**config.mk**
```make
export PLATFORM = sky130hd
export DESIGN_NAME = weighted_thread_range_split_core
export DESIGN_NICKNAME = d
export VERILOG_FILES = /design/src/sv/wtrs_pkg.sv /design/src/sv/weighted_thread_range_split_core.sv
export SDC_FILE = /design/constraint.sdc
export NUM_CORES = 2
export LEC_CHECK = 0
export BUFFER_PORTS_ARGS = -buffer_cell sky130_fd_sc_hd__buf_2
export CORE_MARGIN = 2
export CORE_UTILIZATION = 45
export CTS_BUF_LIST = sky130_fd_sc_hd__clkbuf_8
export CTS_CLUSTER_SIZE = 25
export DETAILED_ROUTE_END_ITERATION = 6
export GPL_TIMING_DRIVEN = 1
export PLACE_DENSITY_LB_ADDON = 0.1
export SYNTH_ARGS = -nofsm -noshare
export SYNTH_HDL_FRONTEND = slang
export SYNTH_SLANG_ARGS = --single-unit
```
**constraint.sdc**
```tcl
create_clock -name clk -period 8.4 [get_ports clk]
set_input_delay 0.84 -clock clk [delete_from_list [all_inputs] [get_ports clk]]
set_output_delay 0.84 -clock clk [all_outputs]
set_load 0.05 [all_outputs]
```
**src/sv/wtrs_pkg.sv**
```systemverilog
// ----------------------------------------------------------------------------
// Weighted thread range split - shared definitions
// Widths, register codes and the per-stage payload types of the pipeline.
// ----------------------------------------------------------------------------
package wtrs_pkg;

  // field and datapath widths
  localparam int REG_W   = 9;    // config registers, thread counts
  localparam int IDX_W   = 8;    // request index
  localparam int WSUM_W  = 10;   // 2n - i + 1
  localparam int PROD_W  = 18;   // n(n+1), (n-i)t, i(2n-i+1)
  localparam int DIV_W   = 27;   // dividend / partial remainder
  localparam int Q_W     = 9;    // quotient bits, quotient never exceeds t for a valid index
  localparam int DATA_W  = 24;   // output tdata, padded to bytes
  localparam int ADDR_W  = 4;
  localparam int PDATA_W = 32;

  // number of register stages: input, product, dividend, Q_W divide, output
  localparam int NUM_STAGES = Q_W + 4;

  // parameter defaults
  localparam int DEF_MAX_THREADS  = 256;
  localparam int DEF_MAX_REQUESTS = 256;

  // register indexes (paddr[3:2])
  localparam logic [1:0] REG_ACTIVE  = 2'd0;
  localparam logic [1:0] REG_THREADS = 2'd1;
  localparam logic [1:0] REG_MIN     = 2'd2;

  // stage 0: operands after saturation
  typedef struct packed {
    logic              ok;
    logic [IDX_W-1:0]  idx;
    logic [REG_W-1:0]  n;
    logic [REG_W:0]    n_plus1;
    logic [REG_W-1:0]  n_minus_i;
    logic [WSUM_W-1:0] w_sum;
    logic [REG_W-1:0]  t;
    logic [REG_W-1:0]  m;
  } opnd_t;

  // stage 1: first products
  typedef struct packed {
    logic              ok;
    logic [PROD_W-1:0] den;
    logic [PROD_W-1:0] p_dem;
    logic [PROD_W-1:0] p_start;
    logic [REG_W-1:0]  t;
    logic [REG_W-1:0]  m;
  } prod_t;

  // divider stages: two restoring dividers sharing one divisor
  typedef struct packed {
    logic              ok;
    logic [PROD_W-1:0] den;
    logic [REG_W-1:0]  t;
    logic [REG_W-1:0]  m;
    logic [DIV_W-1:0]  rem_dem;
    logic [DIV_W-1:0]  rem_start;
    logic [Q_W-1:0]    q_dem;
    logic [Q_W-1:0]    q_start;
  } div_t;

  // output word
  typedef struct packed {
    logic             ok;
    logic [REG_W-1:0] range_start;
    logic [REG_W-1:0] range_end;
  } res_t;

endpackage

```
**src/sv/weighted_thread_range_split_core.sv**
```systemverilog
// ----------------------------------------------------------------------------
// Weighted thread range split core
// Maps a request index to its weighted slice [start, end) of the worker threads.
// ----------------------------------------------------------------------------
// Usage:
//   Input stream (s_tvalid/s_tready/s_tdata) carries one request index per
//   word. Output stream (m_tvalid/m_tready/m_tdata/m_tuser) returns one word
//   per request: range start and end in tdata, index_ok in tuser.
//   The APB port sets active requests (0x0), thread count (0x4) and the
//   minimum threads per request (0x8); write only while the block is idle.
// Timing:
//   Fully pipelined, 13 register stages: a request passes the input, product,
//   dividend, divide and output registers in order; one request is taken
//   every cycle unless the pipeline is full and m_tready is low. The depth is
//   set by the two 9-bit restoring dividers, one quotient bit per stage.
// Stall:
//   Each stage holds its word while the stage after it is full and stalled;
//   empty stages keep filling, so up to 13 words queue inside while m_tready
//   is low. Nothing is dropped or repeated.
// Reset:
//   rst (synchronous) empties the pipeline and sets all three configuration registers to 1.
// ----------------------------------------------------------------------------
module weighted_thread_range_split_core #(
  parameter int MAX_THREADS  = wtrs_pkg::DEF_MAX_THREADS,
  parameter int MAX_REQUESTS = wtrs_pkg::DEF_MAX_REQUESTS
) (
  input  logic                          clk,
  input  logic                          rst,
  // request stream
  input  logic                          s_tvalid,
  output logic                          s_tready,
  input  logic [wtrs_pkg::IDX_W-1:0]    s_tdata,   // [7:0] request_index
  // result stream
  output logic                          m_tvalid,
  input  logic                          m_tready,
  output logic [wtrs_pkg::DATA_W-1:0]   m_tdata,   // [8:0] range_start,
                                                   // [17:9] range_end, rest 0
  output logic                          m_tuser,   // [0] index_ok
  // configuration
  input  logic                          psel,
  input  logic                          penable,
  input  logic                          pwrite,
  input  logic [wtrs_pkg::ADDR_W-1:0]   paddr,
  input  logic [wtrs_pkg::PDATA_W-1:0]  pwdata,
  output logic [wtrs_pkg::PDATA_W-1:0]  prdata,
  output logic                          pready
);

  localparam int REG_W  = wtrs_pkg::REG_W;
  localparam int Q_W    = wtrs_pkg::Q_W;
  localparam int DIV_W  = wtrs_pkg::DIV_W;
  localparam int NST    = wtrs_pkg::NUM_STAGES;
  localparam int DIV0   = 2;          // stage index of first divider register
  localparam int OUT_ST = NST - 1;

  // configuration registers
  logic [REG_W-1:0] active_requests;
  logic [REG_W-1:0] thread_count;
  logic [REG_W-1:0] min_threads_each;
  logic             cfg_wr;

  assign pready = 1'b1;
  assign cfg_wr = psel & penable & pwrite;

  always_ff @(posedge clk) begin
    if (rst) begin
      active_requests  <= REG_W'(1);
      thread_count     <= REG_W'(1);
      min_threads_each <= REG_W'(1);
    end else if (cfg_wr) begin
      case (paddr[3:2])
        wtrs_pkg::REG_ACTIVE:  active_requests  <= pwdata[REG_W-1:0];
        wtrs_pkg::REG_THREADS: thread_count     <= pwdata[REG_W-1:0];
        wtrs_pkg::REG_MIN:     min_threads_each <= pwdata[REG_W-1:0];
        default: ;
      endcase
    end
  end

  // register readback
  always_comb begin
    case (paddr[3:2])
      wtrs_pkg::REG_ACTIVE:  prdata = wtrs_pkg::PDATA_W'(active_requests);
      wtrs_pkg::REG_THREADS: prdata = wtrs_pkg::PDATA_W'(thread_count);
      wtrs_pkg::REG_MIN:     prdata = wtrs_pkg::PDATA_W'(min_threads_each);
      default:               prdata = '0;
    endcase
  end

  // stage valid bits and per-stage load enables (bubbles collapse)
  logic [NST-1:0] vld;
  logic [NST-1:0] en;
  logic [NST-1:0] vld_in;

  always_comb begin
    en[OUT_ST] = ~vld[OUT_ST] | m_tready;
    for (int k = OUT_ST - 1; k >= 0; k--) begin
      en[k] = ~vld[k] | en[k+1];
    end
    vld_in = {vld[NST-2:0], s_tvalid};
  end

  assign s_tready = en[0];

  always_ff @(posedge clk) begin
    if (rst) begin
      vld <= '0;
    end else begin
      for (int k = 0; k < NST; k++) begin
        if (en[k]) vld[k] <= vld_in[k];
      end
    end
  end

  // stage 0: saturate registers, range check, small operands
  wtrs_pkg::opnd_t op_next, op;
  logic [REG_W-1:0] n_sat, t_sat, i_ext;

  always_comb begin
    n_sat = (32'(active_requests) > MAX_REQUESTS) ? REG_W'(MAX_REQUESTS)
                                                   : active_requests;
    t_sat = (32'(thread_count) > MAX_THREADS) ? REG_W'(MAX_THREADS)
                                               : thread_count;
    i_ext = REG_W'(s_tdata);
    op_next.ok        = i_ext < n_sat;
    op_next.idx       = s_tdata;
    op_next.n         = n_sat;
    op_next.n_plus1   = {1'b0, n_sat} + 1'b1;
    op_next.n_minus_i = n_sat - i_ext;
    op_next.w_sum     = {n_sat, 1'b0} - {1'b0, i_ext} + 1'b1;
    op_next.t         = t_sat;
    op_next.m         = (min_threads_each == '0) ? REG_W'(1) : min_threads_each;
  end

  always_ff @(posedge clk) begin
    if (en[0]) op <= op_next;
  end

  // stage 1: n(n+1), (n-i)t, i(2n-i+1)
  wtrs_pkg::prod_t pr;

  always_ff @(posedge clk) begin
    if (en[1]) begin
      pr.ok      <= op.ok;
      pr.den     <= wtrs_pkg::PROD_W'(op.n) * wtrs_pkg::PROD_W'(op.n_plus1);
      pr.p_dem   <= wtrs_pkg::PROD_W'(op.n_minus_i) * wtrs_pkg::PROD_W'(op.t);
      pr.p_start <= wtrs_pkg::PROD_W'(op.idx) * wtrs_pkg::PROD_W'(op.w_sum);
      pr.t       <= op.t;
      pr.m       <= op.m;
    end
  end

  // stage 2: dividends; ceiling via (2p + den - 1), floor via p*t
  wtrs_pkg::div_t dv [0:Q_W];

  always_ff @(posedge clk) begin
    if (en[DIV0]) begin
      dv[0].ok        <= pr.ok;
      dv[0].den       <= pr.den;
      dv[0].t         <= pr.t;
      dv[0].m         <= pr.m;
      dv[0].rem_dem   <= DIV_W'({pr.p_dem, 1'b0}) + DIV_W'(pr.den) - DIV_W'(1);
      dv[0].rem_start <= DIV_W'(pr.p_start) * DIV_W'(pr.t);
      dv[0].q_dem     <= '0;
      dv[0].q_start   <= '0;
    end
  end

  // divider stages: one quotient bit per stage, MSB first
  for (genvar k = 1; k <= Q_W; k++) begin : g_div
    localparam int SH = Q_W - k;
    wtrs_pkg::div_t d_next;
    logic [DIV_W-1:0] trial;
    logic ge_dem, ge_start;

    always_comb begin
      trial    = DIV_W'(dv[k-1].den) << SH;
      ge_dem   = dv[k-1].rem_dem >= trial;
      ge_start = dv[k-1].rem_start >= trial;
      d_next           = dv[k-1];
      d_next.rem_dem   = ge_dem ? dv[k-1].rem_dem - trial : dv[k-1].rem_dem;
      d_next.rem_start = ge_start ? dv[k-1].rem_start - trial
                                  : dv[k-1].rem_start;
      d_next.q_dem     = {dv[k-1].q_dem[Q_W-2:0], ge_dem};
      d_next.q_start   = {dv[k-1].q_start[Q_W-2:0], ge_start};
    end

    always_ff @(posedge clk) begin
      if (en[DIV0+k]) dv[k] <= d_next;
    end
  end

  // output stage: apply minimum, cap end at t, pull start down
  wtrs_pkg::res_t res_next, res;
  logic [REG_W-1:0] demand, end_v, diff;
  logic [REG_W:0]   sum;

  always_comb begin
    demand = (dv[Q_W].q_dem < dv[Q_W].m) ? dv[Q_W].m : dv[Q_W].q_dem;
    sum    = {1'b0, dv[Q_W].q_start} + {1'b0, demand};
    end_v  = (sum > {1'b0, dv[Q_W].t}) ? dv[Q_W].t : sum[REG_W-1:0];
    diff   = end_v - demand;
    res_next.ok = dv[Q_W].ok;
    if (!dv[Q_W].ok) begin
      res_next.range_start = '0;
      res_next.range_end   = '0;
    end else begin
      res_next.range_end = end_v;
      if (end_v >= demand) begin
        res_next.range_start = (diff < dv[Q_W].q_start) ? diff : dv[Q_W].q_start;
      end else begin
        res_next.range_start = '0;
      end
    end
  end

  always_ff @(posedge clk) begin
    if (en[OUT_ST]) res <= res_next;
  end

  assign m_tvalid = vld[OUT_ST];
  assign m_tdata  = wtrs_pkg::DATA_W'({res.range_end, res.range_start});
  assign m_tuser  = res.ok;

endmodule
```
==> out/summary.log <==
[setup_path] flop2flop setup slack 0.52 ns
[synth] flop and latch count out of synthesis 1119
[layout] number of nets in the layout 7309
[synth] Syn. warnings 0
[routing] starting DRC count in detailed routing 2494
[clocking] CTS tree done
[timing] Tmin final 7.88 ns
[global_route] pin count of the biggest net entering global routing 74
[pwr] switching part of the total 38.8%
[timing] relative slew slack 19.8%
[clocking] sink count of the clock tree 1119
[global_route] vias in the first global route 46811
[die] Die Area 159000 sq um
[timing] actual transition at the worst max-transition pin 1.20 ns
[pwr] leakage power figure 32.4 nW
[clocking] Clock transition at path regs 0.07 ns
[routing] post-route antenna net violation count 0
[synth] number of enable flip-flop cells after synthesis 1079
[setup_path] R2R cell count 40
[layout] most common cell after layout, fill and taps aside sky130_fd_sc_hd__edfxtp_1
[setup_path] launching element type of the critical path flop
[routing] detailed-route wire length 167000 microns
[die] die height 399 microns
[layout] commonest cells after routing, fill and taps aside sky130_fd_sc_hd__edfxtp_1 (1079), sky130_fd_sc_hd__inv_1 (771), sky130_fd_sc_hd__ha_1 (590)
[layout] Syn-to-layout area delta 9.12%
[layout] share of cells above drive strength 1 7.35%
[setup_path] delay contributed by the slowest stage of the critical path 0.45 ns
[routing] First-pass DRT Iterations 5
[synth] async set or reset register ratio after synthesis 0%
[pwr] total power consumption of the routed design 26.2 mW
[pwr] worst voltage drop across the vdd grid 0.167 mV
[pwr] power density over the cells 342 nW/um^2
[pwr] sequential power share 35.9%
[flow_run] Maximum Capacitance Violations 0
[routing] via total after detailed routing 45275
[synth] Unique masters post-synth 89
[synth] average cell area after synthesis 11.2 sq um
[setup_path] data arrival time at the worst-slack endpoint 8.53 ns
[routing] Via density 5.27
[die] top-level I/O count 111
[synth] Post-Synthesis Cell Area 70200 sq um
[global_route] initial antenna violation count 7
[placed_design] HPWL after detailed placement 132000 microns
[clocking] number of H-tree levels 4
[clocking] insertion delay of the later-clocked pin in the worst-skew pair 0.92 ns
[layout] non-filler instance count after layout 8593
[timing] total setup violations reported at the end of the flow 0
[min_path] classification of the worst-slack hold path primary input to flop
[timing] Final Slew Violations 0
[setup_path] WP data required 9.04 ns
[synth] Post-synth top flop sky130_fd_sc_hd__edfxtp_1
[layout] register area 33200 sq um
[setup_path] top fanout value on the critical path 5
[placed_design] routability cong. 0.924
[global_route] total global routing track utilization 21.4%
[min_path] worst hold path depth 1
[pwr] switching power of the nets 10.2 mW
[die] DIE WIDTH 399 microns
[timing] final sum of negative setup slack 0 ns
[die] row count 144
[timing] Final Skew 0.0607 ns
[setup_path] kind of end point of the critical path flop
[placed_design] Cell Count Post-Placement 8230
[pwr] Gate power share 45.3%
[pwr] cell-internal power 16.0 mW
[timing] Max Clock Freq 0.127 GHz
[timing] Final Hold Violating Endpoints 0
[layout] area of the multi-input gates 33600 sq um
[layout] filler instances 13945
[clocking] number of buffers on the longest clock path 3
[clocking] cts bufs inserted 189
[synth] portion of the post-synthesis area used by sequential elements 47.3%
[global_route] global route overflow 0
[global_route] wire length of the first global-routing pass 262000 microns
[setup_path] worst setup path category flop to flop
[synth] Cells after Synth 6249
[outcome] status finished clean
[timing] Final period util 93.9%
[routing] drt wl/cell 19.4 microns
[setup_path] cell with the largest stage delay on the worst path sky130_fd_sc_hd__fa_1
[die] Initial Util 45.4%
[clocking] Clk Tree Root Cell sky130_fd_sc_hd__clkbuf_8
[placed_design] quantity of I/O buffers inserted on ports 55
[routing] final routed DRC violation total 0
[pwr] clock network power share 18.8%
[die] area of the core region 155000 sq um
[timing] RSZ-0062 raised after global routing no
==> cells by family (layout without fill, tap and decap cells) <==
kind of cell	Yosys count	count (layout)	share of synthesized area, %
xor gates and xnor gates	383	383	4.78
AOI/OAI and AO/OA	1178	1178	10.6
adders and majority gates	878	878	18.7
muxes	140	140	2.13
DFF	1119	1119	47.3
and+or+nand+nor	1634	1634	11.3
other	2	34	0.0107
buffers and inverters	915	1183	5.11
==> flip-flops by register name (all words and copies together), names as in the netlist <==
name              flops
op                   65
vld                  13
active_requests       9
m_tuser               1
min_threads_each      9
thread_count          9
m_tdata              18
dv                  922
pr                   73
==> layer usage <==
layer	up-vias	track usage (%)	routed length [microns]
li1	22267	-	-
met1	21896	26.2	70600
met2	834	38.6	85300
met3	278	2.67	5570
met4	0	7.40	5260
met5	-	0	0
==> worst paths after layout <==
| path | startpoint | end |
|---|---|---|
| max | dv[9][10]$_DFFE_PP_ | m_tdata[6]$_SDFFCE_PN0P_ |
| min | s_tdata[6] | op[62]$_DFFE_PP_ |
| min reg2reg | op[5]$_SDFFCE_PN0P_ | pr[5]$_DFFE_PP_ |
| max reg2reg | dv[9][10]$_DFFE_PP_ | m_tdata[6]$_SDFFCE_PN0P_ |
==> Yosys cell counts, types with 35 or more instances <==
master | instances | area share (%)
sky130_fd_sc_hd__edfxtp_1 | 1079 | 46
sky130_fd_sc_hd__inv_1 | 724 | 3.9
sky130_fd_sc_hd__ha_1 | 590 | 11
sky130_fd_sc_hd__nand2_1 | 544 | 2.9
sky130_fd_sc_hd__a21oi_1 | 392 | 2.8
sky130_fd_sc_hd__nor2_1 | 336 | 1.8
sky130_fd_sc_hd__fa_1 | 288 | 8.2
sky130_fd_sc_hd__o21ai_0 | 251 | 1.8
sky130_fd_sc_hd__xnor2_1 | 248 | 3.1
sky130_fd_sc_hd__and2_1 | 190 | 1.7
sky130_fd_sc_hd__a21o_1 | 162 | 1.7
sky130_fd_sc_hd__xor2_1 | 135 | 1.7
sky130_fd_sc_hd__clkbuf_1 | 131 | 0.70
sky130_fd_sc_hd__nor3_1 | 89 | 0.63
sky130_fd_sc_hd__nand3_1 | 81 | 0.58
sky130_fd_sc_hd__mux2_2 | 75 | 1.2
sky130_fd_sc_hd__nor2b_1 | 75 | 0.67
sky130_fd_sc_hd__o21a_1 | 69 | 0.74
sky130_fd_sc_hd__mux2i_1 | 63 | 0.90
sky130_fd_sc_hd__nand2b_1 | 60 | 0.53
sky130_fd_sc_hd__nand4_1 | 49 | 0.44
sky130_fd_sc_hd__nor4_1 | 44 | 0.39
sky130_fd_sc_hd__or3_1 | 41 | 0.37
sky130_fd_sc_hd__dfxtp_1 | 40 | 1.1
sky130_fd_sc_hd__o21bai_1 | 35 | 0.37
==> repair_timing <==
| item | 4_1_cts | 5_1_grt |
|---|---|---|
| resized for setup | 0 | 9 |
| endpoints found under the setup margin | 0 | 9 |
| hold buffers | 0 | 0 |
| buffers inserted | 0 | 2 |
==> layout make-up <==
cell class | count | share of cell area, %
Antenna cell | 4 | 0.0131
Timing Repair Buffer | 102 | 0.817
Sequential cell | 1119 | 43.3
Clock buffer | 191 | 3.43
Multi-Input combinational cell | 4243 | 43.9
Inverter | 725 | 3.56
Clock inverter | 165 | 1.61
Tap cell | 2044 | 3.34
==> through the flow <==
step / util [%] / setup slack, ns / hold slack (ns) / instance area [sq um]
finish: 49.6 / 0.515 / 0.142 / 76600
floorplan: - / 0.654 / 0.400 / 70300
global placement: 47.0 / 0.317 / 0.400 / 72700
detailed placement: 47.0 / 0.311 / 0.405 / 72700
CTS: 49.5 / 0.262 / 0.0479 / 76600
global route: 49.6 / 0.0423 / 0.0785 / 76600
==> power groups by stage <==
stage / registers (mW) / logic [mW] / clock network [mW]
6_report: 9.40 / 11.9 / 4.93
3_5_place_dp: 9.51 / 11.8 / 0
5_1_grt: 9.56 / 13.4 / 5.33
2_1_floorplan: 8.85 / 9.13 / 0
4_1_cts: 9.40 / 11.9 / 5.09
3_3_place_gp: 9.49 / 11.7 / 0
==> worst max-delay path: cells and delay by family (launching register included) <==
kind | cells | cell delay (ns)
flip-flops | 1 | 0.40
buffers and inverters | 3 | 0.48
AND/OR/NAND/NOR | 5 | 0.41
multiplexers | 4 | 0.88
AO/OA/AOI/OAI | 20 | 3.32
XOR/XNOR | 2 | 0.35
adder cells (fa/ha/maj) | 6 | 1.77
Note: power is estimated with default switching activity, not from simulation.
